`src/sv/urc_pkg.sv`:
```
// Shared types and constants of the ultrasonic ranger controller.
`default_nettype none

package urc_pkg;

  // Width of the tick counter (8 to 32).
  localparam int CntW     = 16;
  localparam int DelayW   = 16;
  localparam int TrigW    = 8;
  localparam int TickUsW  = 7;
  localparam int DivW     = 8;
  localparam int DistW    = 14;
  localparam int ProdW    = CntW + TickUsW;
  localparam int DivCntW  = $clog2(ProdW);

  localparam int CfgIdxW  = 3;
  localparam int CfgDataW = 16;
  localparam int InDataW  = 8;
  localparam int OutDataW = 24;

  localparam logic [DistW-1:0] DistMax = {DistW{1'b1}};

  // Register indexes of the configuration port.
  localparam logic [CfgIdxW-1:0] CfgDelay     = 3'd0;
  localparam logic [CfgIdxW-1:0] CfgTrigger   = 3'd1;
  localparam logic [CfgIdxW-1:0] CfgTickUs    = 3'd2;
  localparam logic [CfgIdxW-1:0] CfgDivisor   = 3'd3;
  localparam logic [CfgIdxW-1:0] CfgThreshold = 3'd4;

  // Register values after reset.
  localparam logic [DelayW-1:0]  RstDelay     = 16'd6000;
  localparam logic [TrigW-1:0]   RstTrigger   = 8'd1;
  localparam logic [TickUsW-1:0] RstTickUs    = 7'd10;
  localparam logic [DivW-1:0]    RstDivisor   = 8'd58;
  localparam logic [DistW-1:0]   RstThreshold = 14'd10;

  typedef enum logic [1:0] {
    PH_WAIT = 2'd0,
    PH_RISE = 2'd1,
    PH_FALL = 2'd2,
    PH_MEAS = 2'd3
  } phase_e;

  typedef enum logic [2:0] {
    ST_IDLE,
    ST_MUL,
    ST_DIV,
    ST_DONE,
    ST_PUSH
  } state_e;

  typedef struct packed {
    logic [DelayW-1:0]  delay_ticks;
    logic [TrigW-1:0]   trigger_ticks;
    logic [TickUsW-1:0] tick_us;
    logic [DivW-1:0]    us_per_cm;
    logic [DistW-1:0]   alarm_threshold_cm;
  } cfg_t;

  typedef struct packed {
    logic tick;
    logic wait_inc;
    logic wait_clr;
    logic cnt_clr;
    logic cnt_adv;
    logic trig_set;
    logic trig_clr;
    logic rise_cap;
    logic width_load;
    logic mul_load;
    logic div_step;
    logic result_load;
  } cmd_t;

  typedef struct packed {
    logic wait_hit;
    logic cnt_hit;
    logic rise;
    logic fall;
    logic trig_active;
  } sts_t;

endpackage

`default_nettype wire

```
`src/sv/urc_datapath.sv`:
```
// Counters, captures, multiply and bit-serial divide of the ranger.
`default_nettype none

module urc_datapath (
  input  wire logic                        clk_i,
  input  wire logic                        rst_ni,
  input  wire urc_pkg::cfg_t               cfg_i,
  input  wire urc_pkg::cmd_t               cmd_i,
  input  wire logic                        echo_i,
  output urc_pkg::sts_t                    sts_o,
  output logic [urc_pkg::DistW-1:0]        dist_o,
  output logic                             alarm_o
);

  logic [urc_pkg::DelayW-1:0] wait_q, wait_d, wait_nxt;
  logic [urc_pkg::CntW-1:0]   cnt_q, cnt_d, cnt_nxt;
  logic [urc_pkg::CntW-1:0]   rise_q, rise_d;
  logic [urc_pkg::CntW-1:0]   width_q, width_d;
  logic [urc_pkg::ProdW-1:0]  quo_q, quo_d;
  logic [urc_pkg::DivW-1:0]   rem_q, rem_d;
  logic [urc_pkg::DistW-1:0]  dist_q, dist_d, dist_new;
  logic                       trig_q, trig_d;
  logic                       echo_q, echo_d;
  logic                       alarm_q, alarm_d;
  logic [urc_pkg::DivW+1:0]   trial;

  assign wait_nxt = wait_q + urc_pkg::DelayW'(1);
  assign cnt_nxt  = cnt_q + urc_pkg::CntW'(1);

  assign sts_o.wait_hit    = (wait_nxt >= cfg_i.delay_ticks);
  assign sts_o.cnt_hit     = (cnt_nxt == urc_pkg::CntW'(cfg_i.trigger_ticks));
  assign sts_o.rise        = echo_i && !echo_q;
  assign sts_o.fall        = !echo_i && echo_q;
  assign sts_o.trig_active = trig_q;

  // One restoring step: bring down the next dividend bit, subtract if it fits.
  assign trial = {1'b0, rem_q, quo_q[urc_pkg::ProdW-1]} - {2'b00, cfg_i.us_per_cm};

  always_comb begin
    if (cfg_i.us_per_cm == '0) begin
      dist_new = urc_pkg::DistMax;
    end else if (|quo_q[urc_pkg::ProdW-1:urc_pkg::DistW]) begin
      dist_new = urc_pkg::DistMax;
    end else begin
      dist_new = quo_q[urc_pkg::DistW-1:0];
    end
  end

  always_comb begin
    wait_d  = wait_q;
    cnt_d   = cnt_q;
    rise_d  = rise_q;
    width_d = width_q;
    quo_d   = quo_q;
    rem_d   = rem_q;
    dist_d  = dist_q;
    trig_d  = trig_q;
    echo_d  = echo_q;
    alarm_d = alarm_q;
    if (cmd_i.tick) begin
      echo_d = echo_i;
    end
    if (cmd_i.wait_clr) begin
      wait_d = '0;
    end else if (cmd_i.wait_inc) begin
      wait_d = wait_nxt;
    end
    if (cmd_i.cnt_clr) begin
      cnt_d = '0;
    end else if (cmd_i.cnt_adv) begin
      cnt_d = cnt_nxt;
    end
    if (cmd_i.trig_set) begin
      trig_d = 1'b1;
    end else if (cmd_i.trig_clr) begin
      trig_d = 1'b0;
    end
    if (cmd_i.rise_cap) begin
      rise_d = cnt_q;
    end
    if (cmd_i.width_load) begin
      width_d = cnt_q - rise_q;
    end
    if (cmd_i.mul_load) begin
      quo_d = urc_pkg::ProdW'(width_q) * urc_pkg::ProdW'(cfg_i.tick_us);
      rem_d = '0;
    end else if (cmd_i.div_step) begin
      quo_d = {quo_q[urc_pkg::ProdW-2:0], ~trial[urc_pkg::DivW+1]};
      if (!trial[urc_pkg::DivW+1]) begin
        rem_d = trial[urc_pkg::DivW-1:0];
      end else begin
        rem_d = {rem_q[urc_pkg::DivW-2:0], quo_q[urc_pkg::ProdW-1]};
      end
    end
    if (cmd_i.result_load) begin
      dist_d  = dist_new;
      alarm_d = (dist_new < cfg_i.alarm_threshold_cm);
    end
  end

  always_ff @(posedge clk_i or negedge rst_ni) begin
    if (!rst_ni) begin
      wait_q  <= '0;
      cnt_q   <= '0;
      rise_q  <= '0;
      dist_q  <= '0;
      trig_q  <= 1'b0;
      echo_q  <= 1'b0;
      alarm_q <= 1'b0;
    end else begin
      wait_q  <= wait_d;
      cnt_q   <= cnt_d;
      rise_q  <= rise_d;
      dist_q  <= dist_d;
      trig_q  <= trig_d;
      echo_q  <= echo_d;
      alarm_q <= alarm_d;
    end
  end

  always_ff @(posedge clk_i) begin
    width_q <= width_d;
    quo_q   <= quo_d;
    rem_q   <= rem_d;
  end

  assign dist_o  = dist_q;
  assign alarm_o = alarm_q;

endmodule

`default_nettype wire

```
`src/sv/urc_ctrl.sv`:
```
// Phase and sequencing state machine of the ranger.
`default_nettype none

module urc_ctrl (
  input  wire logic          clk_i,
  input  wire logic          rst_ni,
  input  wire logic          in_valid_i,
  output logic               in_ready_o,
  input  wire logic          out_free_i,
  input  wire urc_pkg::sts_t sts_i,
  output urc_pkg::cmd_t      cmd_o,
  output logic               push_o,
  output logic               res_valid_o,
  output urc_pkg::phase_e    phase_o
);

  urc_pkg::state_e                state_q, state_d;
  urc_pkg::phase_e                phase_q, phase_d;
  logic [urc_pkg::DivCntW-1:0]    step_q, step_d;
  logic                           meas_q, meas_d;
  logic                           take;

  assign in_ready_o = (state_q == urc_pkg::ST_IDLE);
  assign take       = in_valid_i && in_ready_o;

  always_comb begin
    state_d     = state_q;
    phase_d     = phase_q;
    step_d      = step_q;
    meas_d      = meas_q;
    cmd_o       = '0;
    push_o      = 1'b0;
    case (state_q)
      urc_pkg::ST_IDLE: begin
        if (take) begin
          cmd_o.tick = 1'b1;
          state_d    = urc_pkg::ST_PUSH;
          case (phase_q)
            urc_pkg::PH_WAIT: begin
              if (!sts_i.trig_active) begin
                cmd_o.wait_inc = 1'b1;
                if (sts_i.wait_hit) begin
                  // start the trigger pulse, counter restarts at zero
                  cmd_o.wait_clr = 1'b1;
                  cmd_o.cnt_clr  = 1'b1;
                  cmd_o.trig_set = 1'b1;
                end else begin
                  cmd_o.cnt_adv = 1'b1;
                end
              end else begin
                cmd_o.cnt_adv = 1'b1;
                if (sts_i.cnt_hit) begin
                  cmd_o.trig_clr = 1'b1;
                  phase_d        = urc_pkg::PH_RISE;
                end
              end
            end
            urc_pkg::PH_RISE: begin
              cmd_o.cnt_adv = 1'b1;
              if (sts_i.rise) begin
                cmd_o.rise_cap = 1'b1;
                phase_d        = urc_pkg::PH_FALL;
              end
            end
            urc_pkg::PH_FALL: begin
              // freeze the counter on the falling edge
              if (sts_i.fall) begin
                phase_d = urc_pkg::PH_MEAS;
              end else begin
                cmd_o.cnt_adv = 1'b1;
              end
            end
            urc_pkg::PH_MEAS: begin
              cmd_o.width_load = 1'b1;
              cmd_o.cnt_adv    = 1'b1;
              cmd_o.wait_clr   = 1'b1;
              phase_d          = urc_pkg::PH_WAIT;
              meas_d           = 1'b1;
              state_d          = urc_pkg::ST_MUL;
            end
            default: begin
              phase_d = urc_pkg::PH_WAIT;
            end
          endcase
        end
      end
      urc_pkg::ST_MUL: begin
        cmd_o.mul_load = 1'b1;
        step_d         = urc_pkg::DivCntW'(urc_pkg::ProdW - 1);
        state_d        = urc_pkg::ST_DIV;
      end
      urc_pkg::ST_DIV: begin
        cmd_o.div_step = 1'b1;
        step_d         = step_q - urc_pkg::DivCntW'(1);
        if (step_q == '0) begin
          state_d = urc_pkg::ST_DONE;
        end
      end
      urc_pkg::ST_DONE: begin
        cmd_o.result_load = 1'b1;
        state_d           = urc_pkg::ST_PUSH;
      end
      urc_pkg::ST_PUSH: begin
        if (out_free_i) begin
          push_o  = 1'b1;
          meas_d  = 1'b0;
          state_d = urc_pkg::ST_IDLE;
        end
      end
      default: begin
        state_d = urc_pkg::ST_IDLE;
      end
    endcase
  end

  always_ff @(posedge clk_i or negedge rst_ni) begin
    if (!rst_ni) begin
      state_q <= urc_pkg::ST_IDLE;
      phase_q <= urc_pkg::PH_WAIT;
      step_q  <= '0;
      meas_q  <= 1'b0;
    end else begin
      state_q <= state_d;
      phase_q <= phase_d;
      step_q  <= step_d;
      meas_q  <= meas_d;
    end
  end

  assign res_valid_o = meas_q;
  assign phase_o     = phase_q;

endmodule

`default_nettype wire

```
`src/sv/ultrasonic_ranger_controller.sv`:
```
// Top level of the ultrasonic echo-ranging controller.
//
//  channel   dir  handshake              payload
//  s_axis    in   tvalid/tready          tdata[0] echo_level
//  m_axis    out  tvalid/tready          tdata: trigger_out, distance_cm, alarm_on,
//                                        phase_now; tuser: distance_valid
//  cfg       in   cfg_we_i (no wait)     cfg_idx_i register index, cfg_wdata_i value
//
// A tick is accepted, then its result goes into the output register once free.
// The measure tick adds a multiply step, then the bit-serial divider at one
// quotient bit per cycle, then a result load. Reset loads register defaults,
// clears ranging state but the multiply/divide registers; no clearing pass.
// One output register holds a result while the next tick is already accepted;
// a new result waits in the controller until that register drains.
`default_nettype none

module ultrasonic_ranger_controller (
  input  wire logic                          clk_i,
  input  wire logic                          rst_ni,
  // slave side
  input  wire logic                          s_axis_tvalid_i,
  output logic                               s_axis_tready_o,
  input  wire logic [urc_pkg::InDataW-1:0]   s_axis_tdata_i,  // [0] echo_level
  // master side
  output logic                               m_axis_tvalid_o,
  input  wire logic                          m_axis_tready_i,
  output logic [urc_pkg::OutDataW-1:0]       m_axis_tdata_o,  // [0] trigger_out,
                                                              // [14:1] distance_cm,
                                                              // [15] alarm_on,
                                                              // [17:16] phase_now
  output logic                               m_axis_tuser_o,  // [0] distance_valid
  // configuration writes
  input  wire logic                          cfg_we_i,
  input  wire logic [urc_pkg::CfgIdxW-1:0]   cfg_idx_i,
  input  wire logic [urc_pkg::CfgDataW-1:0]  cfg_wdata_i
);

  urc_pkg::cfg_t                      cfg_q, cfg_d;
  urc_pkg::cmd_t                      cmd;
  urc_pkg::sts_t                      sts;
  urc_pkg::phase_e                    phase;
  logic [urc_pkg::DistW-1:0]          range_cm;
  logic                               alarm;
  logic                               push;
  logic                               res_valid;
  logic                               out_free;
  logic                               out_valid_q, out_valid_d;
  logic [urc_pkg::OutDataW-1:0]       out_data_q, out_data_d;
  logic                               out_user_q, out_user_d;

  // Register writes: mask the data to each register's width, drop unknown indexes.
  always_comb begin
    cfg_d = cfg_q;
    if (cfg_we_i) begin
      case (cfg_idx_i)
        urc_pkg::CfgDelay:     cfg_d.delay_ticks        = cfg_wdata_i[urc_pkg::DelayW-1:0];
        urc_pkg::CfgTrigger:   cfg_d.trigger_ticks      = cfg_wdata_i[urc_pkg::TrigW-1:0];
        urc_pkg::CfgTickUs:    cfg_d.tick_us            = cfg_wdata_i[urc_pkg::TickUsW-1:0];
        urc_pkg::CfgDivisor:   cfg_d.us_per_cm          = cfg_wdata_i[urc_pkg::DivW-1:0];
        urc_pkg::CfgThreshold: cfg_d.alarm_threshold_cm = cfg_wdata_i[urc_pkg::DistW-1:0];
        default:               cfg_d = cfg_q;
      endcase
    end
  end

  always_ff @(posedge clk_i or negedge rst_ni) begin
    if (!rst_ni) begin
      cfg_q.delay_ticks        <= urc_pkg::RstDelay;
      cfg_q.trigger_ticks      <= urc_pkg::RstTrigger;
      cfg_q.tick_us            <= urc_pkg::RstTickUs;
      cfg_q.us_per_cm          <= urc_pkg::RstDivisor;
      cfg_q.alarm_threshold_cm <= urc_pkg::RstThreshold;
    end else begin
      cfg_q <= cfg_d;
    end
  end

  urc_ctrl u_ctrl (
    .clk_i       (clk_i),
    .rst_ni      (rst_ni),
    .in_valid_i  (s_axis_tvalid_i),
    .in_ready_o  (s_axis_tready_o),
    .out_free_i  (out_free),
    .sts_i       (sts),
    .cmd_o       (cmd),
    .push_o      (push),
    .res_valid_o (res_valid),
    .phase_o     (phase)
  );

  urc_datapath u_datapath (
    .clk_i   (clk_i),
    .rst_ni  (rst_ni),
    .cfg_i   (cfg_q),
    .cmd_i   (cmd),
    .echo_i  (s_axis_tdata_i[0]),
    .sts_o   (sts),
    .dist_o  (range_cm),
    .alarm_o (alarm)
  );

  // Output register: free when empty or draining this cycle.
  assign out_free = !out_valid_q || m_axis_tready_i;

  always_comb begin
    out_valid_d = out_valid_q;
    out_data_d  = out_data_q;
    out_user_d  = out_user_q;
    if (push) begin
      out_valid_d = 1'b1;
      out_data_d  = {6'b0, phase, alarm, range_cm, sts.trig_active};
      out_user_d  = res_valid;
    end else if (m_axis_tready_i) begin
      out_valid_d = 1'b0;
    end
  end

  always_ff @(posedge clk_i or negedge rst_ni) begin
    if (!rst_ni) begin
      out_valid_q <= 1'b0;
    end else begin
      out_valid_q <= out_valid_d;
    end
  end

  // Hold payload only; valid alone carries the control.
  always_ff @(posedge clk_i) begin
    out_data_q <= out_data_d;
    out_user_q <= out_user_d;
  end

  assign m_axis_tvalid_o = out_valid_q;
  assign m_axis_tdata_o  = out_data_q;
  assign m_axis_tuser_o  = out_user_q;

endmodule

`default_nettype wire

```
`config.mk`:
```
export PLATFORM = sky130hd
export DESIGN_NAME = ultrasonic_ranger_controller
export DESIGN_NICKNAME = d
export VERILOG_FILES = /design/src/sv/urc_pkg.sv /design/src/sv/urc_datapath.sv /design/src/sv/urc_ctrl.sv /design/src/sv/ultrasonic_ranger_controller.sv
export SDC_FILE = /design/constraint.sdc
export NUM_CORES = 1
export LEC_CHECK = 0
export CAP_MARGIN = 20
export CORE_ASPECT_RATIO = 1.2
export CORE_UTILIZATION = 65
export CTS_CLUSTER_SIZE = 25
export DETAILED_ROUTE_END_ITERATION = 10
export DONT_BUFFER_PORTS = 1
export GPL_ROUTABILITY_DRIVEN = 0
export MAX_ROUTING_LAYER = met4
export PLACE_DENSITY = 0.78
export SYNTH_ARGS = -nofsm -noshare
export SYNTH_HDL_FRONTEND = slang
export SYNTH_SLANG_ARGS = --single-unit
```
`constraint.sdc`:
```
create_clock -name clk_i -period 6.65 [get_ports clk_i]
set_input_delay 0 -clock clk_i [delete_from_list [all_inputs] [get_ports clk_i]]
set_output_delay 0 -clock clk_i [all_outputs]
set_load 0.05 [all_outputs]
```
==> run metrics <==
setup ws final=1.137 ns; H-tree depth=4; worst hold slack=around 0.0048 ns; All-Layer GR Usage=a little under a third; largest net degree at the start of global routing=about 130; Synth Flop Type=dfrtp_1; CP Cell Sequence=and2_1, fa_1, fa_1, fa_1, inv_1, fa_1, inv_1, ha_1, or4_1, o22a_1, a211oi_1, nor2_1, a221oi_1, xor2_1, o21ai_0; library cells used by synthesis=76; Pins Over Slew Limit=0; Slew @ Worst Pin=just under 1 ns; Worst Path Max Fanout=17; Sequential cell area=between 5000 and 6000 um^2; Rows=between 50 and 60; area taken by multi-input logic gates=7667 um^2; Setup Skew=0.01449 ns; Antenna Nets Post-Route=0; TritonCTS clock tree=built; vias in the first global route=between 9000 and 10000; CTS resizes=0; Final Instance Count excl. Fillers=1679; max-cap viol count=0; die area=21580 um^2; DP HPWL=between 20000 and 25000 um; number of flops mapped to enable cells by yosys=58; hold_buf cts=35; DR WL/cell=17.84 um; combinational family with the most area after synthesis=adder cells; cell count after synthesis=1384; arrival time at the worst endpoint=5.70 ns; Post-Place Cells=1610; IO Count=59; RSZ-0062 raised after global routing=no; min Tclk post-route=5.513 ns; Skew-Pair Late Insertion Delay=0.45 ns; mux cell area share after synthesis=3.778%; clock sink count=196; Setup WS pre-CTS=1.204 ns; Die W=134.3 um; Simple-Gate Fraction of Synth Area=16.73%; Worst Hold Class=input port to flip-flop; crit start category=flip-flop; sequential-to-total area share from yosys stat=37.93%; cell repeated most along the worst path=fa_1; area fraction in compound gates after synthesis=10.77%; total CTS buffers=17; Max Fclk=0.1814 GHz; kind of critical path=flip-flop to flip-flop; R2R setup slack=1.14 ns; first-pass GRT wire length=49850 um; xor/xnor share of the synthesized area=4.878%; grt total ovfl=0; CTS Root Cell=clkbuf_16; synthesized flop and latch total=196; most frequent cells after synthesis=inv_1, nand2_1, dfrtp_1; DIE HEIGHT=approximately 160 um; Area Growth Syn to Fin=9.060%; proportion of layout cells with a drive suffix above 1=9.406%; Post-CTS Setup Bufs=0; initial core utilization=between 60% and 70%; Slowest-stage cell, CP=dfrtp_1; Synth Area in Adders=19.77%; share of the synthesized area in the top cell type=20.91%; Syn. warnings=0; CP Capture Type=flip-flop; antenna cells=0; # fillers=1423; Finish-stage setup viols=0; Pre-Repair DR Iteration Count=5; top cells by area, synth=dfrtp_1, edfxtp_1, fa_1; top-count cell post-synth=inv_1; Reg clk slew, reported paths=approximately 0.08 ns; Placeable Area=between 20000 and 25000 um^2; initial antenna violation count=0; Hold Vio Cnt, Final=0; status=finished clean; DRC Markers=0; Mean Syn Cell Area=9.859 um^2; DR vias/cell=5.915; Vias=9931; DRT Wirelength=29960 um; post-synth top area cell=dfrtp_1; CP peak stage delay=0.74 ns; mapped cell area=13640 um^2; Fin Setup TNS=0 ns; period utilization=between 80% and 90%; post-synthesis async set-or-reset flop share=66.33%; critical path required time=6.84 ns; CTS max path bufs=2; input/output buffers=0; nets@finish=~1600; max_slew headroom=between 30% and 40%; Iter 0 DRT Violations=633
-- critical path: cells and delay by family, from the launching register on --
| kind | cells | cell delay (ns) |
|---|---|---|
| adder cells (fa/ha/maj) | 5 | 2.35 |
| AND/OR/NAND/NOR | 3 | 0.88 |
| XOR/XNOR | 1 | 0.19 |
| flip-flops | 1 | 0.74 |
| AO/OA/AOI/OAI | 4 | 0.97 |
| buffers and inverters | 2 | 0.12 |
-- layout by cell type (no fill, tap or decap), types with 24 or more instances in the layout --
cell / netlist / layout
inv_1: 161 / 161
nand2_1: 159 / 159
dfrtp_1: 114 / 114
ha_1: 102 / 102
o21ai_0: 93 / 93
and2_1: 86 / 86
fa_1: 71 / 71
nor2_1: 61 / 61
edfxtp_1: 58 / 58
xor2_1: 40 / 40
mux2_2: 40 / 40
xnor2_1: 36 / 36
a21oi_1: 36 / 36
dlygate4sd3_1: 0 / 34
nand3_1: 26 / 26
a21o_1: 24 / 24
-- routing by layer --
layer  GRT usage, %  up-vias  wire length, um
li1               -     4691                -
met1          38.09     4921            12590
met2          50.19      239            15150
met3          4.167       80             1233
met4          12.61        0              979
met5              -        -                0
-- path summary, 6_finish.rpt --
path | end | startpoint | cells after the start
max | u_datapath.quo_q[21] | cfg_q[27] | 15
min | cfg_q[32] | cfg_idx_i[1] | 2
max reg2reg | u_datapath.quo_q[21] | cfg_q[27] | 15
min reg2reg | m_axis_tdata_o[11] | u_datapath.dist_o[10] | 0
max in group asynchronous | u_datapath.rise_q[10] | rst_ni | 2
min in group asynchronous | cfg_q[13] | rst_ni | 2
-- state kept, by name, summed over array words and instances (netlist names), 2 cells and up --
name,count
u_datapath.width_q,16
u_ctrl.step_q,5
u_datapath.wait_q,16
u_datapath.dist_o,14
u_ctrl.state_q,3
u_ctrl.phase_o,2
m_axis_tdata_o,18
u_datapath.rise_q,16
u_datapath.rem_q,8
cfg_q,53
u_datapath.cnt_q,16
u_datapath.quo_q,23
-- stage by stage --
| stage | util [%] | instance area [um^2] |
|---|---|---|
| 2_1_floorplan | - | 13660 |
| 3_3_place_gp | 67.81 | 13830 |
| 3_5_place_dp | 67.81 | 13830 |
| 4_1_cts | 72.78 | 14850 |
| 5_1_grt | 72.95 | 14880 |
| 6_report | 72.95 | 14880 |
-- layout make-up --
cell class	instances	area share, %
inverters	161	4.061
multi-input cells	981	51.53
clock buffers	17	2.859
flip-flops and latches	196	34.78
repair buffers	44	3.061
well taps	265	2.228
clock inverters	15	1.488
-- kinds of logic after synthesis --
logic type	after synthesis
DFF	196
AOI/OAI and AO/OA	232
buffers and inverters	212
and+or+nand+nor	448
adders and majority gates	173
other	1
muxes	46
xor gates and xnor gates	76
Power is left out: the tool's default activity adds up to more than one toggle a clock period on the data nets, which glitch-free logic cannot reach.
